<file path="config.mk">
export PLATFORM = sky130hd
export DESIGN_NAME = multi_key_debounce_press_release
export DESIGN_NICKNAME = d
export VERILOG_FILES = /design/src/design/mkdb_pkg.sv /design/src/design/multi_key_debounce_press_release.sv /design/src/design/mkdb_lane.sv /design/src/design/mkdb_merge.sv
export SDC_FILE = /design/constraint.sdc
export NUM_CORES = 1
export LEC_CHECK = 0
export ABC_AREA = 1
export BUFFER_PORTS_ARGS = -buffer_cell sky130_fd_sc_hd__buf_2
export CORE_MARGIN = 2
export CORE_UTILIZATION = 47
export CTS_CLUSTER_SIZE = 40
export DETAILED_ROUTE_END_ITERATION = 7
export HOLD_SLACK_MARGIN = 0.08
export PLACE_DENSITY_LB_ADDON = 0.12
export RECOVER_POWER = 100
export SYNTH_ARGS = -nofsm -noshare
export SYNTH_HDL_FRONTEND = slang
export SYNTH_SLANG_ARGS = --single-unit
</file>
<file path="constraint.sdc">
create_clock -name clk -period 3.55 [get_ports clk]
set_input_delay 0.5325 -clock clk [delete_from_list [all_inputs] [get_ports clk]]
set_output_delay 0.5325 -clock clk [all_outputs]
set_load 0.02 [all_outputs]
</file>
<file path="src/design/mkdb_pkg.sv">
`default_nettype none
// ----------------------------------------------------------------------------
// mkdb_pkg
// Shared types, constants and helpers for the multi-key debounce block.
// ----------------------------------------------------------------------------
package mkdb_pkg;

    localparam int NUM_KEYS_DEF = 8;
    localparam int CNT_W        = 10;
    localparam int LEVEL_W      = 8;
    localparam int KEYS_W       = 4;
    localparam int CFG_IDX_W    = 2;
    localparam int KEY_IDX_W    = 3;

    localparam logic [CNT_W-1:0]  DEBOUNCE_RESET = CNT_W'(20);
    localparam logic [CNT_W-1:0]  POLL_RESET     = CNT_W'(100);
    localparam logic [KEYS_W-1:0] KEYS_RESET     = KEYS_W'(8);

    typedef enum logic [CFG_IDX_W-1:0] {
        REG_DEBOUNCE = 2'd0,
        REG_POLL     = 2'd1,
        REG_ACTIVE   = 2'd2,
        REG_KEYS     = 2'd3
    } cfg_reg_t;

    typedef enum logic [1:0] {
        PH_IDLE     = 2'd0,
        PH_DEBOUNCE = 2'd1,
        PH_HELD     = 2'd2
    } key_phase_t;

    typedef struct packed {
        logic hit;
        logic press;
    } lane_evt_t;

    function automatic logic [CNT_W-1:0] at_least_one(input logic [CNT_W-1:0] v);
        at_least_one = (v == '0) ? CNT_W'(1) : v;
    endfunction

endpackage
`default_nettype wire

</file>
<file path="src/design/multi_key_debounce_press_release.sv">
`default_nettype none
// ----------------------------------------------------------------------------
// multi_key_debounce_press_release
// Per-key debounce with press and release reporting, one lane per key.
// ----------------------------------------------------------------------------
//  Channel  Direction  Payload
//  s_axis   in         tdata[7:0] key levels, one tick per transfer
//  m_axis   out        tdata[2:0] key index, tuser pressed, tlast last event
//  cfg      in         cfg_index register, cfg_data value
//
// A tick that causes no event leaves the input ready; a tick with events keeps
// the input stalled while the merge stage sends one event per cycle whenever
// the output register is free. The output register lets the next tick enter
// while the final event still waits. Reset loads the default registers, puts
// every key in idle and sets the previous levels to all ones.
// ----------------------------------------------------------------------------
module multi_key_debounce_press_release
#(
    parameter int NUM_KEYS = mkdb_pkg::NUM_KEYS_DEF
)
(
    input  wire logic                           clk,
    input  wire logic                           rst_n,
    input  wire logic                           s_axis_tvalid,
    output logic                                s_axis_tready,
    input  wire logic [7:0]                     s_axis_tdata,   // [7:0] key_levels
    output logic                                m_axis_tvalid,
    input  wire logic                           m_axis_tready,
    output logic [7:0]                          m_axis_tdata,   // [2:0] key_index
    output logic                                m_axis_tuser,   // [0] pressed
    output logic                                m_axis_tlast,
    input  wire logic                           cfg_valid,
    output logic                                cfg_ready,
    input  wire logic [mkdb_pkg::CFG_IDX_W-1:0] cfg_index,
    input  wire logic [mkdb_pkg::CNT_W-1:0]     cfg_data
);
    import mkdb_pkg::*;

    logic [CNT_W-1:0]    debounce_reg;
    logic [CNT_W-1:0]    poll_reg;
    logic [LEVEL_W-1:0]  active_reg;
    logic [KEYS_W-1:0]   keys_reg;
    logic [NUM_KEYS-1:0] prev_reg;
    logic [NUM_KEYS-1:0] levels;
    logic [NUM_KEYS-1:0] acts;
    logic [CNT_W-1:0]    debounce_load;
    logic [CNT_W-1:0]    poll_load;
    logic                accept;
    logic                merge_idle;
    lane_evt_t [NUM_KEYS-1:0] evt;

    assign cfg_ready     = 1'b1;
    assign s_axis_tready = merge_idle;
    assign accept        = s_axis_tvalid && s_axis_tready;
    assign debounce_load = at_least_one(debounce_reg);
    assign poll_load     = at_least_one(poll_reg);

    always_comb
    begin
        for (int i = 0; i < NUM_KEYS; i++)
        begin
            levels[i] = (i < LEVEL_W) ? s_axis_tdata[i % LEVEL_W] : 1'b0;
            acts[i]   = (i < LEVEL_W) ? active_reg[i % LEVEL_W] : 1'b0;
        end
    end

    always_ff @(posedge clk or negedge rst_n)
    begin
        if (!rst_n)
        begin
            debounce_reg <= DEBOUNCE_RESET;
            poll_reg     <= POLL_RESET;
            active_reg   <= '0;
            keys_reg     <= KEYS_RESET;
        end
        else if (cfg_valid && cfg_ready)
        begin
            unique case (cfg_reg_t'(cfg_index))
                REG_DEBOUNCE: debounce_reg <= cfg_data;
                REG_POLL:     poll_reg     <= cfg_data;
                REG_ACTIVE:   active_reg   <= cfg_data[LEVEL_W-1:0];
                REG_KEYS:     keys_reg     <= cfg_data[KEYS_W-1:0];
                default:      ;
            endcase
        end
    end

    always_ff @(posedge clk or negedge rst_n)
    begin
        if (!rst_n)
        begin
            prev_reg <= '1;
        end
        else if (accept)
        begin
            prev_reg <= levels;
        end
    end

    for (genvar g = 0; g < NUM_KEYS; g++)
    begin : g_lane
        mkdb_lane u_lane
        (
            .clk           (clk),
            .rst_n         (rst_n),
            .step          (accept),
            .en            ({1'b0, keys_reg} > 5'(g)),
            .level         (levels[g]),
            .prev          (prev_reg[g]),
            .act           (acts[g]),
            .debounce_load (debounce_load),
            .poll_load     (poll_load),
            .evt           (evt[g])
        );
    end

    mkdb_merge
    #(
        .NUM_KEYS (NUM_KEYS)
    )
    u_merge
    (
        .clk           (clk),
        .rst_n         (rst_n),
        .load          (accept),
        .evt           (evt),
        .idle          (merge_idle),
        .m_axis_tvalid (m_axis_tvalid),
        .m_axis_tready (m_axis_tready),
        .m_axis_tdata  (m_axis_tdata),
        .m_axis_tuser  (m_axis_tuser),
        .m_axis_tlast  (m_axis_tlast)
    );

endmodule
`default_nettype wire

</file>
<file path="src/design/mkdb_lane.sv">
`default_nettype none
// ----------------------------------------------------------------------------
// mkdb_lane
// Debounce and hold tracking for a single key, advanced once per tick while enabled.
// ----------------------------------------------------------------------------
module mkdb_lane
(
    input  wire logic                       clk,
    input  wire logic                       rst_n,
    input  wire logic                       step,
    input  wire logic                       en,
    input  wire logic                       level,
    input  wire logic                       prev,
    input  wire logic                       act,
    input  wire logic [mkdb_pkg::CNT_W-1:0] debounce_load,
    input  wire logic [mkdb_pkg::CNT_W-1:0] poll_load,
    output mkdb_pkg::lane_evt_t             evt
);
    import mkdb_pkg::*;

    key_phase_t       phase_reg;
    key_phase_t       phase_next;
    logic [CNT_W-1:0] cnt_reg;
    logic [CNT_W-1:0] cnt_next;
    logic [CNT_W-1:0] cnt_dec;
    logic             is_active;
    logic             expired;

    assign cnt_dec   = cnt_reg - CNT_W'(1);
    assign expired   = (cnt_dec == '0);
    assign is_active = (level == act);

    always_comb
    begin
        phase_next = phase_reg;
        cnt_next   = cnt_reg;
        unique case (phase_reg)
            PH_DEBOUNCE:
            begin
                cnt_next = cnt_dec;
                if (expired)
                begin
                    if (is_active)
                    begin
                        phase_next = PH_HELD;
                        cnt_next   = poll_load;
                    end
                    else
                    begin
                        phase_next = PH_IDLE;
                    end
                end
            end
            PH_HELD:
            begin
                cnt_next = cnt_dec;
                if (expired)
                begin
                    if (is_active)
                    begin
                        cnt_next = poll_load;
                    end
                    else
                    begin
                        phase_next = PH_IDLE;
                    end
                end
            end
            default:
            begin
                phase_next = PH_IDLE;
                if (prev && !level)
                begin
                    phase_next = PH_DEBOUNCE;
                    cnt_next   = debounce_load;
                end
            end
        endcase
    end

    always_comb
    begin
        evt.hit   = 1'b0;
        evt.press = 1'b0;
        unique case (phase_reg)
            PH_DEBOUNCE:
            begin
                evt.hit   = en && expired && is_active;
                evt.press = 1'b1;
            end
            PH_HELD:
            begin
                evt.hit   = en && expired && !is_active;
                evt.press = 1'b0;
            end
            default:
            begin
                evt.hit   = 1'b0;
                evt.press = 1'b0;
            end
        endcase
    end

    always_ff @(posedge clk or negedge rst_n)
    begin
        if (!rst_n)
        begin
            phase_reg <= PH_IDLE;
            cnt_reg   <= '0;
        end
        else if (step && en)
        begin
            phase_reg <= phase_next;
            cnt_reg   <= cnt_next;
        end
    end

endmodule
`default_nettype wire

</file>
<file path="src/design/mkdb_merge.sv">
`default_nettype none
// ----------------------------------------------------------------------------
// mkdb_merge
// Collects one tick's lane events and sends them out in ascending key order.
// ----------------------------------------------------------------------------
module mkdb_merge
#(
    parameter int NUM_KEYS = mkdb_pkg::NUM_KEYS_DEF
)
(
    input  wire logic                               clk,
    input  wire logic                               rst_n,
    input  wire logic                               load,
    input  wire mkdb_pkg::lane_evt_t [NUM_KEYS-1:0] evt,
    output logic                                    idle,
    output logic                                    m_axis_tvalid,
    input  wire logic                               m_axis_tready,
    output logic [7:0]                              m_axis_tdata,
    output logic                                    m_axis_tuser,
    output logic                                    m_axis_tlast
);
    import mkdb_pkg::*;

    localparam int IDX_W = (NUM_KEYS > 1) ? $clog2(NUM_KEYS) : 1;

    logic [NUM_KEYS-1:0]  pend_reg;
    logic [NUM_KEYS-1:0]  pend_next;
    logic [NUM_KEYS-1:0]  press_reg;
    logic [NUM_KEYS-1:0]  low_bit;
    logic [NUM_KEYS-1:0]  rest;
    logic [IDX_W-1:0]     sel_idx;
    logic                 out_free;
    logic                 move;

    logic                 out_valid_reg;
    logic [KEY_IDX_W-1:0] out_idx_reg;
    logic                 out_press_reg;
    logic                 out_last_reg;

    assign low_bit  = pend_reg & (~pend_reg + NUM_KEYS'(1));
    assign rest     = pend_reg & ~low_bit;
    assign out_free = !out_valid_reg || m_axis_tready;
    assign move     = out_free && (pend_reg != '0);
    assign idle     = (pend_reg == '0);

    always_comb
    begin
        sel_idx = '0;
        for (int i = NUM_KEYS - 1; i >= 0; i--)
        begin
            if (pend_reg[i])
            begin
                sel_idx = IDX_W'(i);
            end
        end
    end

    always_comb
    begin
        pend_next = pend_reg;
        if (load)
        begin
            for (int i = 0; i < NUM_KEYS; i++)
            begin
                pend_next[i] = evt[i].hit;
            end
        end
        else if (move)
        begin
            pend_next = rest;
        end
    end

    always_ff @(posedge clk or negedge rst_n)
    begin
        if (!rst_n)
        begin
            pend_reg      <= '0;
            out_valid_reg <= 1'b0;
        end
        else
        begin
            pend_reg <= pend_next;
            if (move)
            begin
                out_valid_reg <= 1'b1;
            end
            else if (m_axis_tready)
            begin
                out_valid_reg <= 1'b0;
            end
        end
    end

    always_ff @(posedge clk)
    begin
        if (load)
        begin
            for (int i = 0; i < NUM_KEYS; i++)
            begin
                press_reg[i] <= evt[i].press;
            end
        end
        if (move)
        begin
            out_idx_reg   <= KEY_IDX_W'(sel_idx);
            out_press_reg <= |(low_bit & press_reg);
            out_last_reg  <= (rest == '0);
        end
    end

    assign m_axis_tvalid = out_valid_reg;
    assign m_axis_tdata  = {{(8 - KEY_IDX_W){1'b0}}, out_idx_reg};
    assign m_axis_tuser  = out_press_reg;
    assign m_axis_tlast  = out_last_reg;

endmodule
`default_nettype wire

</file>
Word-level counts from Yosys, hierarchy flattened
Index checks and enable logic that the tools add are counted.
{ "word_totals": {"ff_bits": 158, "inputBits": 25, "output_inout_bits": 13, "word_cells": 318} }
{ "classes": {"addsub": 9, "n_bitwise": 5, "reduce_logical": 115, "mux": 101, "magnitude_cmp": 8, "eq_ne": 51} }
{ "op_table": {"columns": ["cell", "n"], "rows": [
  ["$mux 10", 34],
  ["$logic_not 10->1", 10],
  ["$sub 10x1->10 const B", 8],
  ["$mux 2", 34],
  ["$pmux 2 s2", 16],
  ["$logic_and 1x1->1", 42],
  ["$ne 2x1->1 const B", 16],
  ["$reduce_and 4->1", 8],
  ["$and 8x8->8", 3],
  ["$reduce_and 2->1", 12],
  ["$eq 2x2->1 const B", 10],
  ["$reduce_bool 2->1", 10],
  ["$eq 2x1->1 const B", 9],
  ["$reduce_or 2->1", 9],
  ["$logic_not 1->1", 17],
  ["$gt 4x3->1 const B", 4],
  ["$logic_not 8->1", 2],
  ["$mux 8", 2],
  ["$ne 2x2->1 const B", 8],
  ["$not 8->8", 2],
  ["$mux 3", 4],
  ["$mux 1", 11],
  ["$add 8x1->8 const B", 1],
  ["$eq 1x1->1", 8],
  ["other kinds (7)", 9]
]} }

Depth between registers and ports, before layout
Gate-level depths: netlist (run 1).
{ "logic_depth": {"depth_word": 7, "mapped_depth": 16, "mapped_depth_nobuf": 16} }

Hierarchy
A second synthesis (run 1) with hierarchy kept.
{ "unflattened": {"hier_cells": 1946, "area_unflattened_um2": 12837.3} }
{ "modules_own_cells": {"columns": ["mod", "seq_area_each_um2", "area_per_inst_um2", "n_inst", "cells_each"], "rows": [
  ["mkdb_lane (g_lane[0].u_lane ...)", 300.3, 1246.2, 7, 201],
  ["multi_key_debounce_press_release", 1018.5, 1739.2, 1, 202],
  ["mkdb_lane (g_lane[2].u_lane)", 300.3, 1221.2, 1, 200],
  ["mkdb_merge", 615.6, 1153.6, 1, 137]
]} }

Worst setup path before layout (run 1)
Ideal clock, no wire load.
{ "synth_timing": {"path_kind": "reg-to-reg", "from": "register g_lane[6].u_lane.cnt_reg[0]", "to": "register g_lane[6].u_lane.phase_reg[0]", "setup_time_ns": 0.117, "n_path_buf": 0, "t_required_ns": 3.433, "synth_period_minus_slack_ns": 1.945, "stages_incl_launch_ff": 16, "slack_ns": 1.605, "t_arrival_ns": 1.828, "cell_sequence": "dfrtp_1 > inv_1 > ha_1 > nand2_1 > nor2_1 > nand2_1 > nand2_1 > nand2_1 > inv_1 > nand2_1 > nor2_2 > nand2_2 > o21ai_1 > nand3_1 > nand2_1 > nand2_1"} }
{ "synth_via": {"elab_chain_cells": 4, "elab_cells_between_ends": 5, "cone_classes": "1 x add/sub; 2 x eq/ne; 2 x reduce/logical"} }
{ "synth_lines": {"columns": ["item", "line", "rtl"], "rows": [
  ["start, declared", "mkdb_lane.sv:23", "logic [CNT_W-1:0] cnt_reg;"],
  ["start signal, assigned", "mkdb_lane.sv:114", "cnt_reg <= cnt_next;"],
  ["$sub 10x1->10 (*)", "mkdb_lane.sv:29", "assign cnt_dec = cnt_reg - CNT_W'(1);"],
  ["$logic_not 10->1 (*)", "mkdb_lane.sv:30", "assign expired = (cnt_dec == '0);"],
  ["$ne 2x1->1 (no source line)", null, null],
  ["$reduce_and 4->1 (no source line) (*)", null, null],
  ["end signal, assigned", "mkdb_lane.sv:113", "phase_reg <= phase_next;"],
  ["end, declared", "mkdb_lane.sv:21", "key_phase_t phase_reg;"]
]} }
Mark *: on every way between the ends. The rest lies on a longest branch, timed or not.
A chain may end at the register's enable or synchronous reset.

Worst setup path in the final report (run 1)
{ "layout_timing": {"from": "register u_merge.pend_reg[1]", "to": "register g_lane[0].u_lane.cnt_reg[6]"} }
{ "layout_via": {"elab_chain_cells": 4} }
{ "layout_lines": {"columns": ["item", "line", "rtl"], "rows": [
  ["start, declared", "mkdb_merge.sv:26", "logic [NUM_KEYS-1:0] pend_reg;"],
  ["start signal, assigned", "mkdb_merge.sv:83", "pend_reg <= pend_next;"],
  ["$logic_not 8->1", "mkdb_merge.sv:44", "assign idle = (pend_reg == '0);"],
  ["$logic_and 1x1->1", "multi_key_debounce_press_release.sv:54", "assign accept = s_axis_tvalid && s_axis_tready;"],
  ["$logic_and 1x1->1", "mkdb_lane.sv:111", "else if (step && en)"],
  ["$reduce_and 2->1 (no source line)", null, null],
  ["end signal, assigned", "mkdb_lane.sv:114", null],
  ["end, declared", "mkdb_lane.sv:23", null]
]} }
No other way between the ends.

==> flow_summary.ini, run 1 <==
[logic_synthesis]
seq_area_frac_synth_pct = 34.8
synth_area_leaders = dfrtp_1 28%, nand2_1 19%, inv_1 6.8%
ys_warn_count = 0
yosysTopAreaCellShare_pct = 28.3
ys_types = 46
synth_seq_cells = 158
synthFlopType = dfrtp_1
syn-cell-area_mm2 = 0.0116
syn_inst = 1771
synth-edff-count = 13
synth_top_cell_by_area = dfrtp_1
synth.avg_cell_area_um2 = 6.54
async_reset_ff_share_pct = 91.8

[finish]
fin_util_pct = 51.6
fill_cells = 2480
diodes = 0
syn_to_final_growth_pct = 7.94
largest_register_ffs = 80
drive_gt1_share_pct = 7.08
final_nets = 1847

[power_and_ir_drop]
seqPwrFrac_pct = 33.0
powerDensity_mw_per_mm2 = 700
combPwrFrac_pct = 45.3
p_int_uw = 4740
swShare_pct = 45.8
leakage_uw = 0.00616
peakVddDrop_v = 0.000309
switching_power_uw = 4010
clkPwrFrac_pct = 21.7

[clock_network]
cts_tree = done
cts_buffer_depth = 2
htree_levels = 4
post_cts_resized = 0
clk_pin_slew_ns = 0.07
cts_hold_buf = 0
post-cts-setup-buffers = 0
numCtsBuffers = 17
root_buffer = clkbuf_16
clock_sinks = 158
clock_latency_ns = 0.43

[job]
drv_cap = 1

[setup_path]
crit_top_cell = a21oi_1
slowest_delay_ns = 0.44
cp-end-kind = register
r2r-start = u_merge.pend_reg[1]
crit_fanout = 20
reg2reg_to = g_lane[0].u_lane.cnt_reg[6]
cp_cell_sequence = nor2_1, nand3_1, inv_1, nand2_4, nor2_8, inv_2, a21oi_1, nand2_1, a21oi_1, a21boi_0
r2r_setup_slack_ns = 0.67
critPathKind = register to register
arrival_ns = 3.18
crit_required_ns = 3.85
path_buf_inv = 2
cp_top_family = simple AND/OR/NAND/NOR gates
r2r_cells = 10
cp-start-kind = register
slowest_stage = nand2_1

[sta]
clock.fmax_ghz = 0.348
slew_violations = 89
min_period_over_period_pct = 81.0
rsz0062_at_grt = false
hold_viol = 0
clock_skew_ns = 0.0132
setup-tns-final_ns = 0
final-setup-viol-count = 0
slew_headroom_pct = -53.5
hold-worst-slack_ns = 0.319
min_period_ns = 2.88
worstMarginPinSlew_ns = 2.30

[die]
die_area_mm2 = 0.0259
core_mm2 = 0.0242
fp-row-count = 57
die_w_um = 161
start_util_pct = 47.8
io_pins = 38
die_h_um = 161

[grt]
grt_remaining_overflow = 0
grt_start_max_net_pins = 90
antenna_found_initial = 1
grt_pass1_vias = 10400
grtUsageTotal_pct = 27.2
grt_pass1_wl_um = 55100

[routing]
drc = 0
via_per_inst = 5.26
wl_per_cell_um = 16.1
drt-total-wl_um = 34200
drtIter0Drc = 950
vias = 11100
ant_nets = 0
detail_route.first_pass.iterations = 5

[hold_path]
min_to = u_merge.m_axis_tvalid
hold_start = m_axis_tready
hold_path.class = input pin to register
holdPathStages = 2

[outcome]
outcome = finished, violations left
violations = max-capacitance violations, max-slew violations

[place]
place_congestion = 0.891
io_buffer_count = 31
place_hpwl_um = 24100
[logic make-up (layout without fill, tap and decap cells)]
logic type	Yosys count	count (layout)	share of synthesized area, %
other	2	6	0.0648
buffers and inverters	276	296	9.63
XOR/XNOR	21	21	1.59
AND/OR/NAND/NOR	1030	1030	38.0
AO/OA/AOI/OAI	244	244	11.6
flip-flops	158	158	34.8
adder cells (fa/ha/maj)	40	40	4.32
[metal layers]
layer | vias up | global-route usage [%] | routed length, µm
met1 | 5116 | 37.7 | 15800
met3 | 61 | 5.65 | 2280
met4 | 2 | 9.17 | 1040
li1 | 5647 | - | -
met5 | - | 0 | 12
met2 | 321 | 42.5 | 15100
[layout make-up]
cell class | instances | area, µm² | share of cell area, %
multi-input combinational | 1341 | 6390 | 51.1
clock buffer | 18 | 429 | 3.43
clock inverter | 14 | 168 | 1.34
sequential | 158 | 4040 | 32.3
tap | 324 | 405 | 3.24
inverter | 220 | 826 | 6.60
timing repair buffer | 44 | 254 | 2.03
[worst reg2reg max path, delay by kind of cell (launching register included)]
family / cells / cell delay (ns)
buffers and inverters: 2 / 0.38
flip-flops: 1 / 0.42
AND/OR/NAND/NOR: 5 / 1.31
AO/OA/AOI/OAI: 3 / 0.65
[how the worst max path moves through the flow]
stage,start,to,slack [ns],cells past startpoint
2_1_floorplan,g_lane[6].u_lane.cnt_reg[0],g_lane[6].u_lane.phase_reg[0],1.61,15
3_3_place_gp,u_merge.pend_reg[1],g_lane[0].u_lane.cnt_reg[7],1.14,10
3_5_place_dp,u_merge.pend_reg[1],g_lane[0].u_lane.cnt_reg[7],1.02,10
4_1_cts,u_merge.pend_reg[3],g_lane[0].u_lane.cnt_reg[7],1.03,10
5_1_grt,u_merge.pend_reg[1],g_lane[0].u_lane.cnt_reg[6],0.39,10
6_report,u_merge.pend_reg[1],g_lane[0].u_lane.cnt_reg[6],0.67,10
[cell usage in the layout (no fill, tap or decap), types with 21 or more instances in the layout]
cell type / synthesis / layout
o21ai_0: 115 / 118
a21oi_1: 76 / 79
buf_2: 7 / 21
nand2_1: 597 / 602
inv_1: 209 / 211
nand3_1: 122 / 123
nor2_1: 185 / 193
ha_1: 40 / 40
nand4_1: 50 / 50
dfrtp_1: 131 / 131
[cell usage after synthesis (2+ instances only)]
library cell  number
o211ai_1           3
or2_2             14
xnor2_1            5
nor4_1             2
dfstp_2           14
dfrtp_1          131
ha_1              40
a21boi_0           4
a21boi_1          16
a21oi_1           76
nor3_1            11
clkinv_1           7
inv_1            209
o21ai_1           10
nand4_1           50
nor2_4             8
inv_2              4
nand2_2            7
buf_6              5
xor2_1            16
buf_4              6
nand3_1          122
buf_2              7
nor2_2            21
clkbuf_1          37
a22oi_1            2
nand3b_1           7
o21ai_0          115
edfxtp_1          13
conb_1             2
nand2_4            3
a21oi_2            7
nor2_1           185
nand2_1          597
a31oi_1            4
[stage by stage]
stage          power [µW]  std cells  worst slack (ns)  cell area (µm²)
2_1_floorplan        5820       1775              1.61            11600
5_1_grt              9510       2119             0.386            12500
3_5_place_dp         6890       2087              1.02            12000
6_report             8750       2119             0.675            12500
4_1_cts              8810       2119              1.03            12600
3_3_place_gp         6840       2087              1.14            12000
[power groups by stage]
stage | clock network [µW] | registers, µW | logic [µW]
2_1_floorplan | 0 | 2770 | 3050
3_3_place_gp | 0 | 2900 | 3940
5_1_grt | 2010 | 2960 | 4540
3_5_place_dp | 0 | 2910 | 3980
4_1_cts | 1930 | 2880 | 4000
6_report | 1900 | 2890 | 3960
Note: power is estimated with default switching activity, not from simulation.
==> run 2, diff against run 1 <==
--- a/config.mk
+++ b/config.mk
@@ -5,7 +5,7 @@
 export SDC_FILE = /design/constraint.sdc
 export NUM_CORES = 1
 export LEC_CHECK = 0
-export ABC_AREA = 1
+export ABC_AREA = 0
 export BUFFER_PORTS_ARGS = -buffer_cell sky130_fd_sc_hd__buf_2
 export CORE_MARGIN = 2
 export CORE_UTILIZATION = 47
==> constraint.sdc (replaced) <==
create_clock -name clk -period 2.5 [get_ports clk]
set_input_delay 0.375 -clock clk [delete_from_list [all_inputs] [get_ports clk]]
set_output_delay 0.375 -clock clk [all_outputs]
set_load 0.02 [all_outputs]
==> flow_summary.ini, run 2 <==
[sta]
clock_skew_ns = 0.0124
slew_violations = 0
min_period_over_period_pct = 96.9
hold-worst-slack_ns = 0.186
worstMarginPinSlew_ns = 1.32
hold_viol = 0
final-setup-viol-count = 0
setup-tns-final_ns = 0
slew_headroom_pct = 12.0
clock.fmax_ghz = 0.413
min_period_ns = 2.42

[clock_network]
clock_latency_ns = 0.43
clk_pin_slew_ns = 0.07
numCtsBuffers = 17
clock_sinks = 158
cts_buffer_depth = 2
htree_levels = 4
root_buffer = clkbuf_16
cts_tree = done

[grt]
grt_pass1_vias = 9290
grt_start_max_net_pins = 51
antenna_found_initial = 2
grtUsageTotal_pct = 28.4
grt_remaining_overflow = 0
grt_pass1_wl_um = 52700

[power_and_ir_drop]
powerDensity_mw_per_mm2 = 1100
peakVddDrop_v = 0.000477
leakage_uw = 0.00513

[hold_path]
hold_path.class = input pin to register

[setup_path]
cp_cell_sequence = or2_2, nor4b_2, buf_4, mux2_2, a211oi_2, clkbuf_16, o21ai_1, a22o_1
cp-end-kind = register
critPathKind = register to register
path_buf_inv = 2
slowest_delay_ns = 0.43
cp_top_family = compound AO/OA/AOI/OAI gates
crit_fanout = 7
cp-start-kind = register
slowest_stage = dfrtp_1
crit_required_ns = 2.82
arrival_ns = 2.74

[logic_synthesis]
async_reset_ff_share_pct = 91.8
synth.most_common_cell = dfrtp_1
yosys-top-cells-count = 131 x dfrtp_1, 99 x nand2_1, 91 x a21oi_1
ys_warn_count = 0
yosysTopAreaCellShare_pct = 30.7
syn_inst = 1221
synth.avg_cell_area_um2 = 8.75
synth_top_cell_by_area = dfrtp_1
seq_area_frac_synth_pct = 37.8
synthFlopType = dfrtp_1
ys_types = 80
synth_area_leaders = dfrtp_1 31%, ha_1 4.7%, a21oi_1 4.3%
syn-cell-area_mm2 = 0.0107
synth-edff-count = 13
synth_seq_cells = 158

[place]
postPlaceCellArea_mm2 = 0.0119
place_hpwl_um = 23300
io_buffer_count = 31
place_congestion = 0.890

[routing]
ant_nets = 0
drc = 0
drt-total-wl_um = 33600
vias = 9907
drtIter0Drc = 772
wl_per_cell_um = 20.7
detail_route.first_pass.iterations = 5
via_per_inst = 6.11

[finish]
stdcell_area_mm2 = 0.0126
final_nets = 1389
layout_common_cells = 129 x dfrtp_1, 105 x buf_4, 98 x nand2_1, 89 x a21oi_1
diodes = 0
syn_to_final_growth_pct = 18.1
drive_gt1_share_pct = 21.9
largest_register_ffs = 80
mostFrequentLayoutCell = dfrtp_1

[die]
die_h_um = 155
die_w_um = 155
core_mm2 = 0.0225
fp-row-count = 55
io_pins = 38
start_util_pct = 47.5
die_area_mm2 = 0.0239

[outcome]
outcome = finished, final reports clean

[job]
drv_cap = 0
==> run 2: metal layers <==
metal / global-route usage [%] / vias up / routed length [µm]
li1: - / 4680 / -
met1: 40.3 / 4778 / 15000
met2: 45.0 / 401 / 15300
met3: 4.79 / 48 / 2460
met4: 8.07 / 0 / 779
met5: 0 / - / 0
==> run 2: cells by family after synthesis <==
kind of cell | Yosys count | synth area share (%)
AND/OR/NAND/NOR | 425 | 21.2
AO/OA/AOI/OAI | 343 | 20.7
flip-flops | 158 | 37.8
buffers and inverters | 143 | 5.47
XOR/XNOR | 56 | 4.59
multiplexers | 52 | 5.32
adder cells (fa/ha/maj) | 42 | 4.87
other | 2 | 0.0703
==> run 2: worst register-to-register path: cells and delay by family, from the launching register on <==
kind / cells / cell delay [ns]
AO/OA/AOI/OAI: 3 / 0.61
multiplexers: 1 / 0.33
AND/OR/NAND/NOR: 2 / 0.58
buffers and inverters: 2 / 0.36
flip-flops: 1 / 0.43
==> run 2: timing repair <==
action | CTS | global route
cloned | 0 | 1
hold endpoints to repair | 43 | 0
pin swaps | 1 | 9
gates resized for setup | 2 | 26
setup endpoints to repair | 10 | 67
buffers inserted | 0 | 6
hold buffers | 1 | 0
==> run 2: cell type report <==
cell class / count / area (µm²)
fillers: 2029 / 9890
multi-input cells: 924 / 6240
flip-flops and latches: 158 / 4040
repair buffers: 163 / 1130
clock buffers: 21 / 472
well taps: 285 / 357
inverters: 60 / 225
clock inverters: 11 / 154
==> run 2: stage by stage <==
| stage | total power [µW] | cells | utilization [%] | setup slack [ns] |
|---|---|---|---|---|
| floorplan | 8650 | 1225 | - | -0.0188 |
| global placement | 10700 | 1582 | 52.8 | 0.00346 |
| detailed placement | 10800 | 1582 | 52.8 | -0.0273 |
| CTS | 13700 | 1615 | 55.7 | 0.0140 |
| global route | 14800 | 1622 | 56.1 | -0.0299 |
| finish | 13900 | 1622 | 56.1 | 0.0771 |
==> run 2: report_power, final <==
group	leakage [µW]	switching, µW	internal, µW
sequential	0.00187	1060	3470
clock	0.000296	1140	1670
combinational	0.00296	3670	2880
total	0.00513	5870	8030
==> run 2: final timing paths <==
path | start | end | slack, ns | depth (start not counted)
worst max-delay path | g_lane[6].u_lane.cnt_reg[1] | g_lane[6].u_lane.phase_reg[1] | 0.08 | 8
worst max register to register | g_lane[6].u_lane.cnt_reg[1] | g_lane[6].u_lane.phase_reg[1] | 0.08 | 8
max in group asynchronous | rst_n | g_lane[1].u_lane.cnt_reg[6] | 0.33 | 3
worst min register to register | active_reg[6] | active_reg[6] | 0.54 | 1
min in group asynchronous | rst_n | g_lane[2].u_lane.cnt_reg[3] | 0.77 | 2
worst min-delay path | cfg_data[8] | debounce_reg[8] | 0.19 | 3
